`src/rtl/mhd_limited_slope_assert.svh`:
```
// Assertion macros shared by the limited slope RTL
`ifndef MHD_LIMITED_SLOPE_ASSERT_SVH
`define MHD_LIMITED_SLOPE_ASSERT_SVH

// same-cycle implication, disabled during reset
`define MLS_ASSERT_IMP(label, clk, rstn, ante, cons) \
    label: assert property (@(posedge clk) disable iff (!(rstn)) (ante) |-> (cons)) \
        else $error("mls assertion failed: same-cycle implication");

// next-cycle implication, disabled during reset
`define MLS_ASSERT_NXT(label, clk, rstn, ante, cons) \
    label: assert property (@(posedge clk) disable iff (!(rstn)) (ante) |=> (cons)) \
        else $error("mls assertion failed: next-cycle implication");

`endif

```
`src/rtl/mls_pkg.sv`:
```
// Shared constants and types for the limited slope pipeline
`default_nettype none

package mls_pkg;

    localparam int MLS_DATA_BITS = 32;

    localparam logic [1:0] KIND_MINMOD = 2'd1;
    localparam logic [1:0] KIND_MC     = 2'd2;

    localparam logic [1:0] REQ_SCALAR  = 2'd0;
    localparam logic [1:0] REQ_MAG     = 2'd1;
    localparam logic [1:0] REQ_FACE    = 2'd2;

    typedef enum logic [1:0] {
        MODE_ZERO,
        MODE_LIMIT,
        MODE_FACE
    } mode_t;

    typedef struct packed {
        mode_t mode;
        logic  k2;
    } mls_ctl_t;

endpackage

`default_nettype wire

```
`src/rtl/mls_face.sv`:
```
// Stage 1: request decode and face averaging
`default_nettype none

module mls_face
    import mls_pkg::*;
#(
    parameter int DATA_BITS = MLS_DATA_BITS
) (
    input  wire logic                        aclk,
    input  wire logic                        aresetn,
    input  wire logic [1:0]                  kind,
    input  wire logic                        in_valid,
    output logic                             in_ready,
    input  wire logic [1:0]                  req_type,
    input  wire logic signed [DATA_BITS-1:0] centre_a,
    input  wire logic signed [DATA_BITS-1:0] plus_a,
    input  wire logic signed [DATA_BITS-1:0] minus_a,
    input  wire logic signed [DATA_BITS-1:0] centre_b,
    input  wire logic signed [DATA_BITS-1:0] plus_b,
    input  wire logic signed [DATA_BITS-1:0] minus_b,
    output logic                             out_valid,
    input  wire logic                        out_ready,
    output logic signed [DATA_BITS-1:0]      out_c,
    output logic signed [DATA_BITS-1:0]      out_p,
    output logic signed [DATA_BITS-1:0]      out_m,
    output mls_ctl_t                         out_ctl
);

    logic                        valid_reg;
    logic signed [DATA_BITS-1:0] c_reg, p_reg, m_reg;
    logic signed [DATA_BITS-1:0] c_next, p_next, m_next;
    mls_ctl_t                    ctl_reg, ctl_next;
    logic        [DATA_BITS:0]   sum_c, sum_p, sum_m;
    logic                        kind_ok;

    assign sum_c = {centre_a[DATA_BITS-1], centre_a} + {centre_b[DATA_BITS-1], centre_b};
    assign sum_p = {plus_a[DATA_BITS-1], plus_a} + {plus_b[DATA_BITS-1], plus_b};
    assign sum_m = {minus_a[DATA_BITS-1], minus_a} + {minus_b[DATA_BITS-1], minus_b};
    assign kind_ok = (kind == KIND_MINMOD) || (kind == KIND_MC);

    always_comb begin
        c_next = centre_a;
        p_next = plus_a;
        m_next = minus_a;
        ctl_next.k2 = (kind == KIND_MC);
        ctl_next.mode = MODE_ZERO;
        case (req_type)
            REQ_SCALAR: begin
                ctl_next.mode = kind_ok ? MODE_LIMIT : MODE_ZERO;
            end
            REQ_MAG: begin
                ctl_next.mode = kind_ok ? MODE_LIMIT : MODE_ZERO;
                // floor of the face average
                c_next = sum_c[DATA_BITS:1];
                p_next = sum_p[DATA_BITS:1];
                m_next = sum_m[DATA_BITS:1];
            end
            REQ_FACE: begin
                // p - m downstream yields right face minus left face
                ctl_next.mode = MODE_FACE;
                p_next = centre_b;
                m_next = centre_a;
            end
            default: begin
                ctl_next.mode = MODE_ZERO;
            end
        endcase
    end

    assign in_ready = !valid_reg || out_ready;

    always_ff @(posedge aclk) begin
        if (!aresetn) begin
            valid_reg <= 1'b0;
        end else if (in_ready) begin
            valid_reg <= in_valid;
        end
    end

    always_ff @(posedge aclk) begin
        if (in_ready && in_valid) begin
            c_reg   <= c_next;
            p_reg   <= p_next;
            m_reg   <= m_next;
            ctl_reg <= ctl_next;
        end
    end

    assign out_valid = valid_reg;
    assign out_c     = c_reg;
    assign out_p     = p_reg;
    assign out_m     = m_reg;
    assign out_ctl   = ctl_reg;

endmodule

`default_nettype wire

```
`src/rtl/mls_delta.sv`:
```
// Stage 2: one-sided, scaled and central differences
`default_nettype none

module mls_delta
    import mls_pkg::*;
#(
    parameter int DATA_BITS = MLS_DATA_BITS
) (
    input  wire logic                        aclk,
    input  wire logic                        aresetn,
    input  wire logic                        in_valid,
    output logic                             in_ready,
    input  wire logic signed [DATA_BITS-1:0] in_c,
    input  wire logic signed [DATA_BITS-1:0] in_p,
    input  wire logic signed [DATA_BITS-1:0] in_m,
    input  wire mls_ctl_t                    in_ctl,
    output logic                             out_valid,
    input  wire logic                        out_ready,
    output logic signed [DATA_BITS+1:0]      out_dl,
    output logic signed [DATA_BITS+1:0]      out_dr,
    output logic signed [DATA_BITS:0]        out_dd,
    output mode_t                            out_mode
);

    logic                        valid_reg;
    logic signed [DATA_BITS+1:0] dl_reg, dr_reg, dl_next, dr_next;
    logic signed [DATA_BITS:0]   dd_reg, dd_next;
    mode_t                       mode_reg;
    logic signed [DATA_BITS:0]   c_ext, p_ext, m_ext, dl0, dr0;

    assign c_ext = {in_c[DATA_BITS-1], in_c};
    assign p_ext = {in_p[DATA_BITS-1], in_p};
    assign m_ext = {in_m[DATA_BITS-1], in_m};
    assign dl0   = c_ext - m_ext;
    assign dr0   = p_ext - c_ext;
    assign dd_next = p_ext - m_ext;
    // MC doubles the one-sided differences
    assign dl_next = in_ctl.k2 ? {dl0, 1'b0} : {dl0[DATA_BITS], dl0};
    assign dr_next = in_ctl.k2 ? {dr0, 1'b0} : {dr0[DATA_BITS], dr0};

    assign in_ready = !valid_reg || out_ready;

    always_ff @(posedge aclk) begin
        if (!aresetn) begin
            valid_reg <= 1'b0;
        end else if (in_ready) begin
            valid_reg <= in_valid;
        end
    end

    always_ff @(posedge aclk) begin
        if (in_ready && in_valid) begin
            dl_reg   <= dl_next;
            dr_reg   <= dr_next;
            dd_reg   <= dd_next;
            mode_reg <= in_ctl.mode;
        end
    end

    assign out_valid = valid_reg;
    assign out_dl    = dl_reg;
    assign out_dr    = dr_reg;
    assign out_dd    = dd_reg;
    assign out_mode  = mode_reg;

endmodule

`default_nettype wire

```
`src/rtl/mls_limit.sv`:
```
// Stages 3 to 5: magnitudes, limiter minimum and signed result
`default_nettype none

module mls_limit
    import mls_pkg::*;
#(
    parameter int DATA_BITS = MLS_DATA_BITS
) (
    input  wire logic                        aclk,
    input  wire logic                        aresetn,
    input  wire logic                        in_valid,
    output logic                             in_ready,
    input  wire logic signed [DATA_BITS+1:0] in_dl,
    input  wire logic signed [DATA_BITS+1:0] in_dr,
    input  wire logic signed [DATA_BITS:0]   in_dd,
    input  wire mode_t                       in_mode,
    output logic                             out_valid,
    input  wire logic                        out_ready,
    output logic signed [DATA_BITS:0]        out_slope
);

    // stage 3
    logic                      v3_reg, rdy3;
    logic [DATA_BITS:0]        a3_reg, b3_reg, a3_next, b3_next;
    logic [DATA_BITS-2:0]      h3_reg, h3_next;
    logic                      zero3_reg, zero3_next, neg3_reg;
    logic signed [DATA_BITS:0] dd3_reg;
    mode_t                     mode3_reg;
    logic [DATA_BITS+1:0]      dl_neg, dr_neg;
    logic [DATA_BITS:0]        dd_neg;
    logic [DATA_BITS-1:0]      dd_mag;

    // stage 4
    logic                      v4_reg, rdy4;
    logic [DATA_BITS:0]        lim4_reg, lim4_next;
    logic [DATA_BITS-2:0]      h4_reg;
    logic                      neg4_reg;
    logic signed [DATA_BITS:0] dd4_reg;
    mode_t                     mode4_reg;

    // stage 5
    logic                      v5_reg, rdy5;
    logic signed [DATA_BITS:0] res5_reg, res5_next;
    logic [DATA_BITS-2:0]      mag5;
    logic [DATA_BITS:0]        mag5_ext;

    assign dl_neg = -in_dl;
    assign dr_neg = -in_dr;
    assign dd_neg = -in_dd;
    assign a3_next = in_dl[DATA_BITS+1] ? dl_neg[DATA_BITS:0] : in_dl[DATA_BITS:0];
    assign b3_next = in_dr[DATA_BITS+1] ? dr_neg[DATA_BITS:0] : in_dr[DATA_BITS:0];
    assign dd_mag  = in_dd[DATA_BITS] ? dd_neg[DATA_BITS-1:0] : in_dd[DATA_BITS-1:0];
    assign h3_next = dd_mag[DATA_BITS-1:1];
    assign zero3_next = (in_dl == '0) || (in_dr == '0) ||
                        (in_dl[DATA_BITS+1] != in_dr[DATA_BITS+1]);

    assign lim4_next = zero3_reg ? '0 : ((a3_reg < b3_reg) ? a3_reg : b3_reg);

    assign mag5 = (lim4_reg < {2'b00, h4_reg}) ? lim4_reg[DATA_BITS-2:0] : h4_reg;
    assign mag5_ext = {2'b00, mag5};

    always_comb begin
        case (mode4_reg)
            MODE_LIMIT: res5_next = neg4_reg ? -mag5_ext : mag5_ext;
            MODE_FACE:  res5_next = dd4_reg;
            default:    res5_next = '0;
        endcase
    end

    assign rdy5 = !v5_reg || out_ready;
    assign rdy4 = !v4_reg || rdy5;
    assign rdy3 = !v3_reg || rdy4;
    assign in_ready = rdy3;

    always_ff @(posedge aclk) begin
        if (!aresetn) begin
            v3_reg <= 1'b0;
            v4_reg <= 1'b0;
            v5_reg <= 1'b0;
        end else begin
            if (rdy3) begin
                v3_reg <= in_valid;
            end
            if (rdy4) begin
                v4_reg <= v3_reg;
            end
            if (rdy5) begin
                v5_reg <= v4_reg;
            end
        end
    end

    always_ff @(posedge aclk) begin
        if (rdy3 && in_valid) begin
            a3_reg    <= a3_next;
            b3_reg    <= b3_next;
            h3_reg    <= h3_next;
            zero3_reg <= zero3_next;
            neg3_reg  <= in_dd[DATA_BITS];
            dd3_reg   <= in_dd;
            mode3_reg <= in_mode;
        end
        if (rdy4 && v3_reg) begin
            lim4_reg  <= lim4_next;
            h4_reg    <= h3_reg;
            neg4_reg  <= neg3_reg;
            dd4_reg   <= dd3_reg;
            mode4_reg <= mode3_reg;
        end
        if (rdy5 && v4_reg) begin
            res5_reg <= res5_next;
        end
    end

    assign out_valid = v5_reg;
    assign out_slope = res5_reg;

endmodule

`default_nettype wire

```
`src/rtl/mhd_limited_slope.sv`:
```
// Top level of the minmod / MC limited slope pipeline
//
//  channel | direction | handshake          | payload
//  s_      | in        | s_valid / s_ready  | s_req_type, s_centre_a .. s_minus_b
//  m_      | out       | m_valid / m_ready  | m_slope
//
// Five register stages: decode/average, differences, magnitudes, minimum, result.
// One transfer per cycle in each direction when the output does not stall.
// Each stage reloads when empty or when the stage after it moves, so stalls
// fill bubbles and lose nothing. Reset is synchronous: it empties every stage
// and sets the limiter to minmod. No clearing pass is needed.
`default_nettype none

`include "mhd_limited_slope_assert.svh"

module mhd_limited_slope
    import mls_pkg::*;
#(
    parameter int DATA_BITS = MLS_DATA_BITS
) (
    input  wire logic                        aclk,
    input  wire logic                        aresetn,
    input  wire logic                        cfg_wr_en,
    input  wire logic [1:0]                  cfg_wr_data,
    input  wire logic                        s_valid,
    output logic                             s_ready,
    input  wire logic [1:0]                  s_req_type,
    input  wire logic signed [DATA_BITS-1:0] s_centre_a,
    input  wire logic signed [DATA_BITS-1:0] s_plus_a,
    input  wire logic signed [DATA_BITS-1:0] s_minus_a,
    input  wire logic signed [DATA_BITS-1:0] s_centre_b,
    input  wire logic signed [DATA_BITS-1:0] s_plus_b,
    input  wire logic signed [DATA_BITS-1:0] s_minus_b,
    output logic                             m_valid,
    input  wire logic                        m_ready,
    output logic signed [DATA_BITS:0]        m_slope
);

    logic [1:0]                  kind_reg;
    logic                        face_valid, face_ready;
    logic signed [DATA_BITS-1:0] face_c, face_p, face_m;
    mls_ctl_t                    face_ctl;
    logic                        delta_valid, delta_ready;
    logic signed [DATA_BITS+1:0] delta_dl, delta_dr;
    logic signed [DATA_BITS:0]   delta_dd;
    mode_t                       delta_mode;

    always_ff @(posedge aclk) begin
        if (!aresetn) begin
            kind_reg <= KIND_MINMOD;
        end else if (cfg_wr_en) begin
            kind_reg <= cfg_wr_data;
        end
    end

    mls_face #(.DATA_BITS(DATA_BITS)) u_face (
        .aclk      (aclk),
        .aresetn   (aresetn),
        .kind      (kind_reg),
        .in_valid  (s_valid),
        .in_ready  (s_ready),
        .req_type  (s_req_type),
        .centre_a  (s_centre_a),
        .plus_a    (s_plus_a),
        .minus_a   (s_minus_a),
        .centre_b  (s_centre_b),
        .plus_b    (s_plus_b),
        .minus_b   (s_minus_b),
        .out_valid (face_valid),
        .out_ready (face_ready),
        .out_c     (face_c),
        .out_p     (face_p),
        .out_m     (face_m),
        .out_ctl   (face_ctl)
    );

    mls_delta #(.DATA_BITS(DATA_BITS)) u_delta (
        .aclk      (aclk),
        .aresetn   (aresetn),
        .in_valid  (face_valid),
        .in_ready  (face_ready),
        .in_c      (face_c),
        .in_p      (face_p),
        .in_m      (face_m),
        .in_ctl    (face_ctl),
        .out_valid (delta_valid),
        .out_ready (delta_ready),
        .out_dl    (delta_dl),
        .out_dr    (delta_dr),
        .out_dd    (delta_dd),
        .out_mode  (delta_mode)
    );

    mls_limit #(.DATA_BITS(DATA_BITS)) u_limit (
        .aclk      (aclk),
        .aresetn   (aresetn),
        .in_valid  (delta_valid),
        .in_ready  (delta_ready),
        .in_dl     (delta_dl),
        .in_dr     (delta_dr),
        .in_dd     (delta_dd),
        .in_mode   (delta_mode),
        .out_valid (m_valid),
        .out_ready (m_ready),
        .out_slope (m_slope)
    );

    // backpressure reaches the input only when the output holds a result
    `MLS_ASSERT_IMP(a_full_needs_output, aclk, aresetn, !s_ready, m_valid)
    // a completed output transfer frees a slot all the way back
    `MLS_ASSERT_IMP(a_drain_frees_input, aclk, aresetn, m_valid && m_ready, s_ready)
    // an item in stage 1 moves into an empty stage 2
    `MLS_ASSERT_NXT(a_stage_advance, aclk, aresetn, face_valid && !delta_valid, delta_valid)

endmodule

`default_nettype wire

```
`config.mk`:
```
export PLATFORM = sky130hd
export DESIGN_NAME = mhd_limited_slope
export DESIGN_NICKNAME = d
export VERILOG_FILES = /design/src/rtl/mls_pkg.sv /design/src/rtl/mls_face.sv /design/src/rtl/mls_delta.sv /design/src/rtl/mls_limit.sv /design/src/rtl/mhd_limited_slope.sv
export VERILOG_INCLUDE_DIRS = /design/src /design/src/rtl
export SDC_FILE = /design/constraint.sdc
export NUM_CORES = 1
export LEC_CHECK = 0
export BUFFER_PORTS_ARGS = -buffer_cell sky130_fd_sc_hd__buf_2
export CAP_MARGIN = 0
export CELL_PAD_IN_SITES_DETAIL_PLACEMENT = 0
export CELL_PAD_IN_SITES_GLOBAL_PLACEMENT = 1
export CORE_MARGIN = 1.5
export CORE_UTILIZATION = 44
export DETAILED_ROUTE_END_ITERATION = 10
export GPL_ROUTABILITY_DRIVEN = 1
export PLACE_DENSITY_LB_ADDON = 0.1
export SYNTH_ARGS = -nofsm -noshare
export SYNTH_HDL_FRONTEND = slang
export SYNTH_SLANG_ARGS = --single-unit
```
`constraint.sdc`:
```
create_clock -name aclk -period 8.7 [get_ports aclk]
set_input_delay 0.435 -clock aclk [delete_from_list [all_inputs] [get_ports aclk]]
set_output_delay 0.435 -clock aclk [all_outputs]
set_load 0.01 [all_outputs]
```
Word-level counts from Yosys, hierarchy flattened
Cells that the tools add are included.
- bits in registers: 476
- logic and storage cells: 85
- $add $sub $neg: 10
- order comparisons: 2
- eq/ne operators: 7
- mux-type cells: 14
- reductions and logical operators: 22
- operators with widths (operator ; number):
    33-bit 2-to-1 mux ; 6
    32-bit case mux with 2 select lines ; 2
    32-bit by 32-bit adder with 33-bit output ; 3
    32-bit by 32-bit subtractor with 33-bit output ; 3
    34-bit zero test ; 2
    33-bit negation ; 2
    33-bit case mux with 2 select lines ; 1
    32-bit 2-to-1 mux ; 2
    33-bit by 31-bit less-than comparator with 1-bit output ; 1
    33-bit less-than comparator ; 1
    31-bit negation with 33-bit output ; 1
    32-bit negation ; 1
    31-bit 2-to-1 mux ; 1
    1-bit logical OR ; 8
    2-bit by 1-bit equality test with 1-bit output (second input constant) ; 3
    2-bit equality test (second input constant) ; 3
    1-bit logical AND ; 5
    1-bit zero test ; 5
    2-bit case mux with 2 select lines ; 1
    2-bit zero test ; 1
    2-bit OR reduction ; 1
    1-bit 2-to-1 mux ; 1
    1-bit inequality test ; 1

Longest topological paths before layout
Gate-level depths: netlist of the first run.
- depth in word-level cells: 7
- gate-level depth with buffers: 22
- gate-level depth less buffers: 20

By module
Synthesis of the first run repeated with hierarchy kept, for this count alone.
- cells, all modules: 3205
- area total of the unflattened synthesis: 32706.4 um^2
- modules (own cells, without submodules) (module ; instances ; cells each ; area each (um^2)):
    mls_limit ; 1 ; 1204 ; 14312.5
    mls_face ; 1 ; 1056 ; 9371.5
    mls_delta ; 1 ; 939 ; 8952.3
    mhd_limited_slope ; 1 ; 6 ; 70.1

Least setup slack after synthesis of the first run
Ideal clock, no wire load.
- path type: input to register
- start point: in m_ready
- end point: reg u_delta.dd_reg[0] (netlist: u_delta.out_dd[0]), enable pin
- setup time: 0.722 ns
- arrival time: 8.282 ns
- required time: 7.978 ns
- slack: -0.304 ns
- stages: 4
- path buffers: 1
- path through: nor2b_1 -> and3_1 -> clkbuf_1 -> a21boi_0
- word-level cells in the longest chain between the ends: 5
- RTL lines (what ; line ; source):
    from (decl) ; mhd_limited_slope.sv:35 ; input wire logic m_ready,
    1-bit logical OR ; mls_limit.sv:70 ; assign rdy5 = !v5_reg || out_ready;
    1-bit logical OR ; mls_limit.sv:71 ; assign rdy4 = !v4_reg || rdy5;
    1-bit logical OR ; mls_limit.sv:72 ; assign rdy3 = !v3_reg || rdy4;
    1-bit logical OR ; mls_delta.sv:41 ; assign in_ready = !valid_reg || out_ready;
    1-bit logical AND ; mls_delta.sv:52 ; if (in_ready && in_valid) begin
    to (signal assigned) ; mls_delta.sv:55 ; dd_reg <= dd_next;
    to (decl) ; mls_delta.sv:27 ; logic signed [DATA_BITS:0] dd_reg, dd_next;
Every way passes these cells.
A chain may end at the register's enable or synchronous reset.

Worst setup path in the final report of the first run
- start point: reg u_limit.lim4_reg[26]
- end point: reg u_limit.res5_reg[28] (netlist: u_limit.out_slope[28]), data pin
- word-level cells in the longest chain between the ends: 5
- RTL lines (what ; line ; source):
    from (decl) ; mls_limit.sv:35 ; logic [DATA_BITS:0] lim4_reg, lim4_next;
    from (signal assigned) ; mls_limit.sv:104 ; lim4_reg <= lim4_next;
    33-bit by 31-bit less-than comparator with 1-bit output ; mls_limit.sv:59 ; assign mag5 = (lim4_reg < {2'b00, h4_reg}) ? lim4_reg[DATA_BITS-2:0] : h4_reg;
    31-bit 2-to-1 mux * ; mls_limit.sv:59 ;
    31-bit negation with 33-bit output ; mls_limit.sv:64 ; MODE_LIMIT: res5_next = neg4_reg ? -mag5_ext : mag5_ext;
    33-bit 2-to-1 mux * ; mls_limit.sv:64 ;
    33-bit case mux with 2 select lines * ; mls_limit.sv:63 ; case (mode4_reg)
    named net u_limit.res5_next[28] ; mls_limit.sv:43 ; logic signed [DATA_BITS:0] res5_reg, res5_next;
    to (signal assigned) ; mls_limit.sv:111 ; res5_reg <= res5_next;
    to (decl) ; mls_limit.sv:43 ;
The timed path passes the listed nets; every way through them passes the cells marked *.

==> impl_metrics.csv, run 1 <==
group,metric,value,unit
synthesis,number_of_standard_cells_after_synthesis,3016,
flow_run,cap_viol_max_count,0,
detailed_routing,drt-wirelength-per-cell,18.54,µm
sta,final_critical_path_setup_slack,2.640,ns
worst_setup_path,crit_family,"simple AND/OR/NAND/NOR gates",
placed_design,port-buffer-count,235,
sta,setup_viol,0,
clock_tree,post_cts.resized_instances,0,
synthesis,asyncSetResetFlopFracSynth,0,%
worst_setup_path,critical_path.max_stage_delay,0.62,ns
die,num_rows,97,
synthesis,synth.net_count,3486,
clock_tree,clockRootBuffer,"clkbuf_16",
global_routing,grt_start_max_net_pins,80,
worst_setup_path,critical_path.n_buffers_inverters,0,
clock_tree,cts_buffers,47,
sta,clock.fmax,165.0,MHz
power_and_ir_drop,power.density,191.8,mW/mm²
worst_setup_path,cpMostUsedCell,"or4_1",
die,initial_standard_cell_utilization_of_the_core,44.69,%
detailed_routing,initialDrtViolationCount,1016,
final_layout,finish.cell_count_without_fillers,4214,
die,floorplan.core_area,0.07039,mm²
clock_tree,clock_tree.htree_level_count,2,
final_layout,post_route_cells_drive_above_1_share,12.81,%
worst_setup_path,worstSetupPathType,"reg2reg",
sta,layout_worst_path_cycle_share,69.65,%
sta,timing.clock.skew,0.02264,ns
die,dieWidth,270.4,µm
clock_tree,cts_hold_repair.buffers,0,
global_routing,grt_usage,21.11,%
placed_design,dpl-instance-area,0.03367,mm²
sta,period_minus_slack,6.060,ns
synthesis,synth.lib_cells_used.distinct,77,
clock_tree,clk_pin_slew_worst_paths,0.06,ns
synthesis,part_of_the_yosys_area_used_for_sequential_elements,45.02,%
worst_setup_path,crit_path_start_kind,"flip-flop",
global_routing,antenna_found_initial,4,
placed_design,gp_congestion,0.8967,
sta,tightestPinTransition,1.202,ns
die,die_height,270.4,µm
global_routing,grt_overflow,0,
detailed_routing,routed-via-count,23160,
power_and_ir_drop,power_leakage,14.07,nW
outcome,outcome,"finished clean",
worst_setup_path,end_kind,"flip-flop",
final_layout,final_stage_net_count,3705,
worst_setup_path,worst-endpoint-required,9.00,ns
synthesis,yosys_warn_count,0,
power_and_ir_drop,vdd_ir_drop_max,0.1311,mV
sta,setup_total_negative_slack,0,ns
synthesis,synth-main-ff-cell,"edfxtp_1",
clock_tree,cts.path.max_buffers,3,
final_layout,final-seq-area,0.01416,mm²
die,boundaryPins,236,
synthesis,synth.ff_latch_count,474,
detailed_routing,remaining_drc_errors,0,
synthesis,post_synth.cell_area_avg,10.43,µm²
clock_tree,clk_latency,0.58,ns
placed_design,dpl_worst_slack,2.643,ns
synthesis,synthesized_area,0.03146,mm²
detailed_routing,vias_per_cell,5.495,
final_layout,area.growth.synth_to_final,11.68,%
global_routing,grt_pass1_wl,123.7,mm
global_routing,grt_pass1_vias,23450,
sta,slew-limit-headroom,19.69,%
clock_tree,post_cts_setup_bufs,0,
synthesis,synth_enable_flop_cells,467,
placed_design,detailedPlacementHpwl,62.98,mm
power_and_ir_drop,post-layout-total-power,6.737,mW
clock_tree,cts_tree,"yes",
hold_path,hold_path_class,"in2reg",
worst_setup_path,cp_cell_sequence,"ha_1 > nand4_1 > or4_1 > or4_1 > a211o_1 > a31o_2 > nand2_4 > mux2i_1 > ha_1 > nand3b_1 > or4_1 > nor4_1 > nor2b_1 > and2_1 > mux2i_1 > o31ai_1 > xnor2_1 > o21ai_1",
worst_setup_path,arrival,6.36,ns
detailed_routing,final_antenna_net_count,0,
detailed_routing,detailedRoute.firstPassIterationCount,7,
sta,timing.final.max_slew_violations,0,
final_layout,layout.filler_cells,6489,
worst_setup_path,worstPathMaxFanout,24,
worst_setup_path,critical_path_cell_with_the_highest_stage_delay,"or4_1",
placed_design,placed_cells,4126,
detailed_routing,wirelength,78.15,mm
sta,hold_slack,0.09904,ns
clock_tree,cts_num_sinks,474,
final_layout,multiInputGateArea,0.01633,mm²
final_layout,finish.instance_area,0.03513,mm²
final_layout,post-route-util,49.91,%
sta,rsz0062_at_grt,"false",
die,fp.dieArea,0.07311,mm²
sta,final-hold-violation-count,0,
[routing by layer]
metal / GRT usage (%) / wire (µm)
met1: 28.80 / 37010
met2: 35.64 / 36080
met3: 1.991 / 3038
met4: 6.072 / 1990
met5: 0 / 23
[report_power, final]
part	leakage (nW)	internal [mW]	switching, mW	total (mW)
sequential	4.48	2.79	0.127	2.92
clock	0.696	1.06	0.843	1.90
combinational	8.90	0.802	1.11	1.92
[cells in the mapped netlist (8+ instances only)]
| cell type | n | area (µm²) |
|---|---|---|
| a21oi_1 | 182 | 910.9 |
| o211ai_1 | 11 | 82.58 |
| a221oi_1 | 37 | 324.1 |
| and2_1 | 14 | 87.58 |
| nor4_1 | 17 | 106.4 |
| nand4_1 | 27 | 168.9 |
| a211o_1 | 9 | 78.83 |
| a21boi_0 | 12 | 90.09 |
| nor2_1 | 237 | 889.6 |
| a221o_1 | 17 | 170.2 |
| o21ai_0 | 188 | 940.9 |
| o41ai_1 | 17 | 148.9 |
| xor2_1 | 62 | 543.0 |
| o21a_1 | 34 | 255.2 |
| a22oi_1 | 16 | 120.1 |
| xnor2_1 | 227 | 1988 |
| nand2_1 | 237 | 889.6 |
| a21o_1 | 91 | 683.2 |
| or4_1 | 19 | 142.6 |
| a31oi_1 | 15 | 93.84 |
| mux2i_1 | 60 | 600.6 |
| and3_1 | 23 | 143.9 |
| o21bai_1 | 21 | 157.7 |
| ha_1 | 263 | 3291 |
| nor2b_1 | 29 | 181.4 |
| nor3_1 | 52 | 260.3 |
| a211oi_1 | 23 | 172.7 |
| o31ai_1 | 44 | 330.3 |
| edfxtp_1 | 467 | 14020 |
| clkbuf_1 | 69 | 259.0 |
| nand3_1 | 46 | 230.2 |
| nand2b_1 | 41 | 256.5 |
| or3_1 | 31 | 193.9 |
| or2_2 | 12 | 75.07 |
| buf_1 | 8 | 30.03 |
| mux2_2 | 62 | 698.2 |
| inv_1 | 183 | 686.9 |
[worst reg2reg max path, delay by kind of cell (launching register included)]
family	cells	cell delay, ns
XOR/XNOR	1	0.18
flip-flops	1	0.44
AO/OA/AOI/OAI	4	1.02
adder cells (fa/ha/maj)	2	0.54
multiplexers	2	0.46
AND/OR/NAND/NOR	9	3.13
[cell type report]
class / count / area share [%]
Clock buffer: 55 / 3.433
Sequential cell: 474 / 40.31
Multi-Input combinational cell: 2275 / 46.49
Antenna cell: 2 / 0.01425
Tap cell: 940 / 3.348
Timing Repair Buffer: 253 / 3.732
Inverter: 184 / 1.966
Clock inverter: 31 / 0.7016
[final timing paths]
path / cells after the start / startpoint / slack (ns) / to
max: 18 / u_limit.lim4_reg[26]$_SDFFCE_PP0P_ / 2.64 / u_limit.out_slope[28]$_DFFE_PP_
min: 3 / cfg_wr_data[0] / 0.1 / kind_reg[0]$_SDFFE_PN1P_
min reg2reg: 0 / u_limit.mode3_reg[1]$_DFFE_PP_ / 0.42 / u_limit.mode4_reg[1]$_DFFE_PP_
max reg2reg: 18 / u_limit.lim4_reg[26]$_SDFFCE_PP0P_ / 2.64 / u_limit.out_slope[28]$_DFFE_PP_
[cell usage in the layout, fill, tap and decap left out, drive strengths merged, types with 46 or more instances in the layout]
cell,synthesis,final
edfxtp,467,467
ha,263,263
buf,14,253
nand2,238,238
nor2,237,237
xnor2,227,227
o21ai,193,193
inv,183,185
a21oi,182,182
a21o,91,91
xor2,62,62
mux2,62,62
mux2i,60,60
clkbuf,69,55
nor3,52,52
nand3,46,46
[cells by family (layout without fill, tap and decap cells)]
group / Yosys count / in the layout / share of synthesized area (%)
and+or+nand+nor: 803 / 803 / 12.01
other: 0 / 2 / 0
muxes: 123 / 123 / 4.200
xor gates and xnor gates: 289 / 289 / 8.046
adders and majority gates: 269 / 269 / 10.84
DFF: 474 / 474 / 45.02
AOI/OAI and AO/OA: 791 / 791 / 16.60
buffers and inverters: 267 / 523 / 3.277
Power figures use the tool's default switching activity.
==> run 2, diff against run 1 <==
ABC_AREA = 1   (was default)
CORE_UTILIZATION = 47   (was 44)
clock period = 6 ns   (was 8.7 ns; I/O delays follow)
==> impl_metrics.csv, run 2 <==
group,metric,value,unit
synthesis,synth-main-ff-cell,"edfxtp_1",
global_routing,grt.met3_usage,2.153,%
die,boundaryPins,236,
final_layout,most_frequent_cells_in_the_layout,"714 x nand2_1, 467 x edfxtp_1, 448 x inv_1, 416 x a21oi_1, 381 x nor2_1",
sta,setup_total_negative_slack,0,ns
sta,final-hold-violation-count,0,
worst_setup_path,worst_r2r_startpoint,"u_limit.h4_reg[12]$_DFFE_PP_",
die,initial_standard_cell_utilization_of_the_core,47.78,%
worst_setup_path,worst-endpoint-required,6.33,ns
clock_tree,clk_latency,0.59,ns
placed_design,port-buffer-count,235,
clock_tree,clk_pin_slew_worst_paths,0.07,ns
worst_setup_path,crit_path_start_kind,"flip-flop",
final_layout,post_route_cells_drive_above_1_share,10.50,%
die,num_rows,96,
clock_tree,cts.path.max_buffers,3,
detailed_routing,remaining_drc_errors,0,
clock_tree,cts_buffers,47,
sta,setup_viol,0,
clock_tree,post_cts.resized_instances,0,
sta,clock.fmax,244.5,MHz
hold_path,hold_path_class,"in2reg",
sta,timing.final.max_slew_violations,0,
final_layout,finish.instance_area,0.03676,mm²
detailed_routing,detailedRoute.firstPassIterationCount,7,
sta,slew-limit-headroom,21.15,%
global_routing,grt_overflow,0,
global_routing,groute.layer.met1.usage,36.09,%
outcome,outcome,"finished clean",
synthesis,synth.net_count,4347,
final_layout,layout.filler_cells,6528,
global_routing,grt_usage,27.56,%
die,floorplan.core_area,0.06907,mm²
power_and_ir_drop,power_leakage,15.73,nW
final_layout,multiInputGateArea,0.01680,mm²
placed_design,dpl_worst_slack,1.899,ns
detailed_routing,vias_per_cell,5.352,
clock_tree,clockRootBuffer,"clkbuf_16",
global_routing,grt_pass1_wl,150.9,mm
placed_design,gp_congestion,0.9766,
global_routing,grt_start_max_net_pins,83,
detailed_routing,initialDrtViolationCount,2076,
synthesis,synth_area_leader_cell,"edfxtp_1",
sta,period_minus_slack,4.090,ns
synthesis,synth.lib_cells_used.distinct,62,
detailed_routing,final_antenna_net_count,0,
worst_setup_path,end_kind,"flip-flop",
die,fp.dieArea,0.07182,mm²
power_and_ir_drop,power.density,265.2,mW/mm²
sta,rsz0062_at_grt,"false",
sta,timing.clock.skew,0.01544,ns
detailed_routing,wirelength,98.60,mm
placed_design,dpl-instance-area,0.03520,mm²
global_routing,grt_pass1_vias,26400,
worst_setup_path,worstPathMaxFanout,37,
clock_tree,clock_tree.htree_level_count,2,
sta,tightestPinTransition,1.183,ns
final_layout,final-seq-area,0.01416,mm²
worst_setup_path,worstSetupPathType,"reg2reg",
synthesis,post_synth.cell_area_avg,8.512,µm²
global_routing,antenna_found_initial,5,
detailed_routing,routed-via-count,27160,
synthesis,synth_largest_type_area_fraction,42.49,%
placed_design,placed_cells,4984,
final_layout,most_common_cell_after_layout_fill_and_taps_aside,"nand2_1",
detailed_routing,drt-wirelength-per-cell,19.43,µm
synthesis,dominant_cell_by_count_in_the_synthesized_netlist,"nand2_1",
clock_tree,cts_tree,"yes",
flow_run,cap_viol_max_count,0,
synthesis,yosys-top-cells-count,"714 x nand2_1, 467 x edfxtp_1, 450 x inv_1, 416 x a21oi_1, 385 x nor2_1",
synthesis,netlist_top_cells_area,"edfxtp_1 42%, ha_1 10%, nand2_1 8.1%",
die,die_height,268.0,µm
synthesis,asyncSetResetFlopFracSynth,0,%
placed_design,detailedPlacementHpwl,81.64,mm
clock_tree,cts_num_sinks,474,
global_routing,gr-max-usage-layer,"met2",
synthesis,yosys_warn_count,0,
final_layout,final_stage_net_count,4575,
hold_path,min_from,"s_centre_a[5]",
synthesis,synthesized_area,0.03300,mm²
worst_setup_path,arrival,4.42,ns
worst_setup_path,crit_path_start,"u_limit.h4_reg[12]$_DFFE_PP_",
sta,final_critical_path_setup_slack,1.910,ns
synthesis,synth.ff_latch_count,474,
die,dieWidth,268.0,µm
final_layout,finish.cell_count_without_fillers,5075,
power_and_ir_drop,vdd_ir_drop_max,0.1862,mV
global_routing,grt_use_met2,45.88,%
clock_tree,cts_hold_repair.buffers,3,
clock_tree,post_cts_setup_bufs,0,
synthesis,number_of_standard_cells_after_synthesis,3877,
sta,layout_worst_path_cycle_share,68.16,%
synthesis,part_of_the_yosys_area_used_for_sequential_elements,42.92,%
synthesis,synth_enable_flop_cells,467,
final_layout,area.growth.synth_to_final,11.37,%
-- run 2: changes by cell type after synthesis, sizes merged, moves of 63 or more --
cell | previous run | this run
nand2 | 238 | 750
inv | 183 | 454
a21oi | 182 | 417
nor2 | 237 | 396
xnor2 | 227 | 70
nand3 | 46 | 179
a21o | 91 | 20
o21ai | 193 | 256
-- run 2: where the power goes --
part	total, mW	switching (mW)	internal [mW]
Clock	2.95	1.25	1.69
Sequential	4.20	0.187	4.01
Combinational	2.61	1.70	0.903
-- run 2: final cells by class --
cell class	count	area share [%]
antenna	3	0.02042
tap	931	3.169
inverter	456	4.667
timing repair buffer	261	3.751
sequential	474	38.53
clock buffer	61	3.397
multi-input combinational	2865	45.72
clock inverter	24	0.7455
-- run 2: critical path, stage by stage, from the launching register on --
cell,delay [ns]
edfxtp_1,0.36
inv_1,0.06
ha_1,0.31
a21oi_1,0.19
a21oi_1,0.09
nor2_1,0.12
nand3_1,0.14
nand2_2,0.63
nand2_8,0.37
nand2_1,0.15
nand2_1,0.09
inv_1,0.08
ha_1,0.20
nand3_1,0.12
nor2_1,0.37
nand3_2,0.16
nand2_2,0.14
nand3_1,0.09
nand3_1,0.09
nand2_1,0.07
-- run 2: cells by family after synthesis --
group / Yosys count / share of synthesized area [%]
simple gates: 1500 / 19.51
xor+xnor: 191 / 5.069
compound gates: 873 / 14.93
buf+inv: 538 / 6.274
fa+ha+maj: 269 / 10.33
mux: 32 / 0.9706
flops: 474 / 42.92
-- run 2: final timing paths --
| check | endpoint | slack [ns] | depth (start not counted) |
|---|---|---|---|
| worst max-delay path | u_limit.out_slope[28]$_DFFE_PP_ | 1.91 | 19 |
| worst min-delay path | u_face.out_c[5]$_DFFE_PP_ | 0.05 | 3 |
| worst max register to register | u_limit.out_slope[28]$_DFFE_PP_ | 1.91 | 19 |
| worst min register to register | u_limit.mode4_reg[1]$_DFFE_PP_ | 0.42 | 0 |
-- run 2: through the flow --
step / util [%] / hold WS [ns] / total power [mW]
floorplan: - / 0.3935 / 5.974
global route: 53.22 / 0.04562 / 10.25
finish: 53.22 / 0.04765 / 9.749
global placement: 50.96 / 0.4003 / 6.839
CTS: 53.21 / 0.01515 / 9.800
detailed placement: 50.96 / 0.4045 / 6.848
-- run 2: per-layer routing --
metal / vias to the layer above / wire length, µm
met1: 12390 / 43980
met2: 697 / 45550
met5: - / 8
met3: 175 / 3600
li1: 13890 / -
met4: 2 / 5463
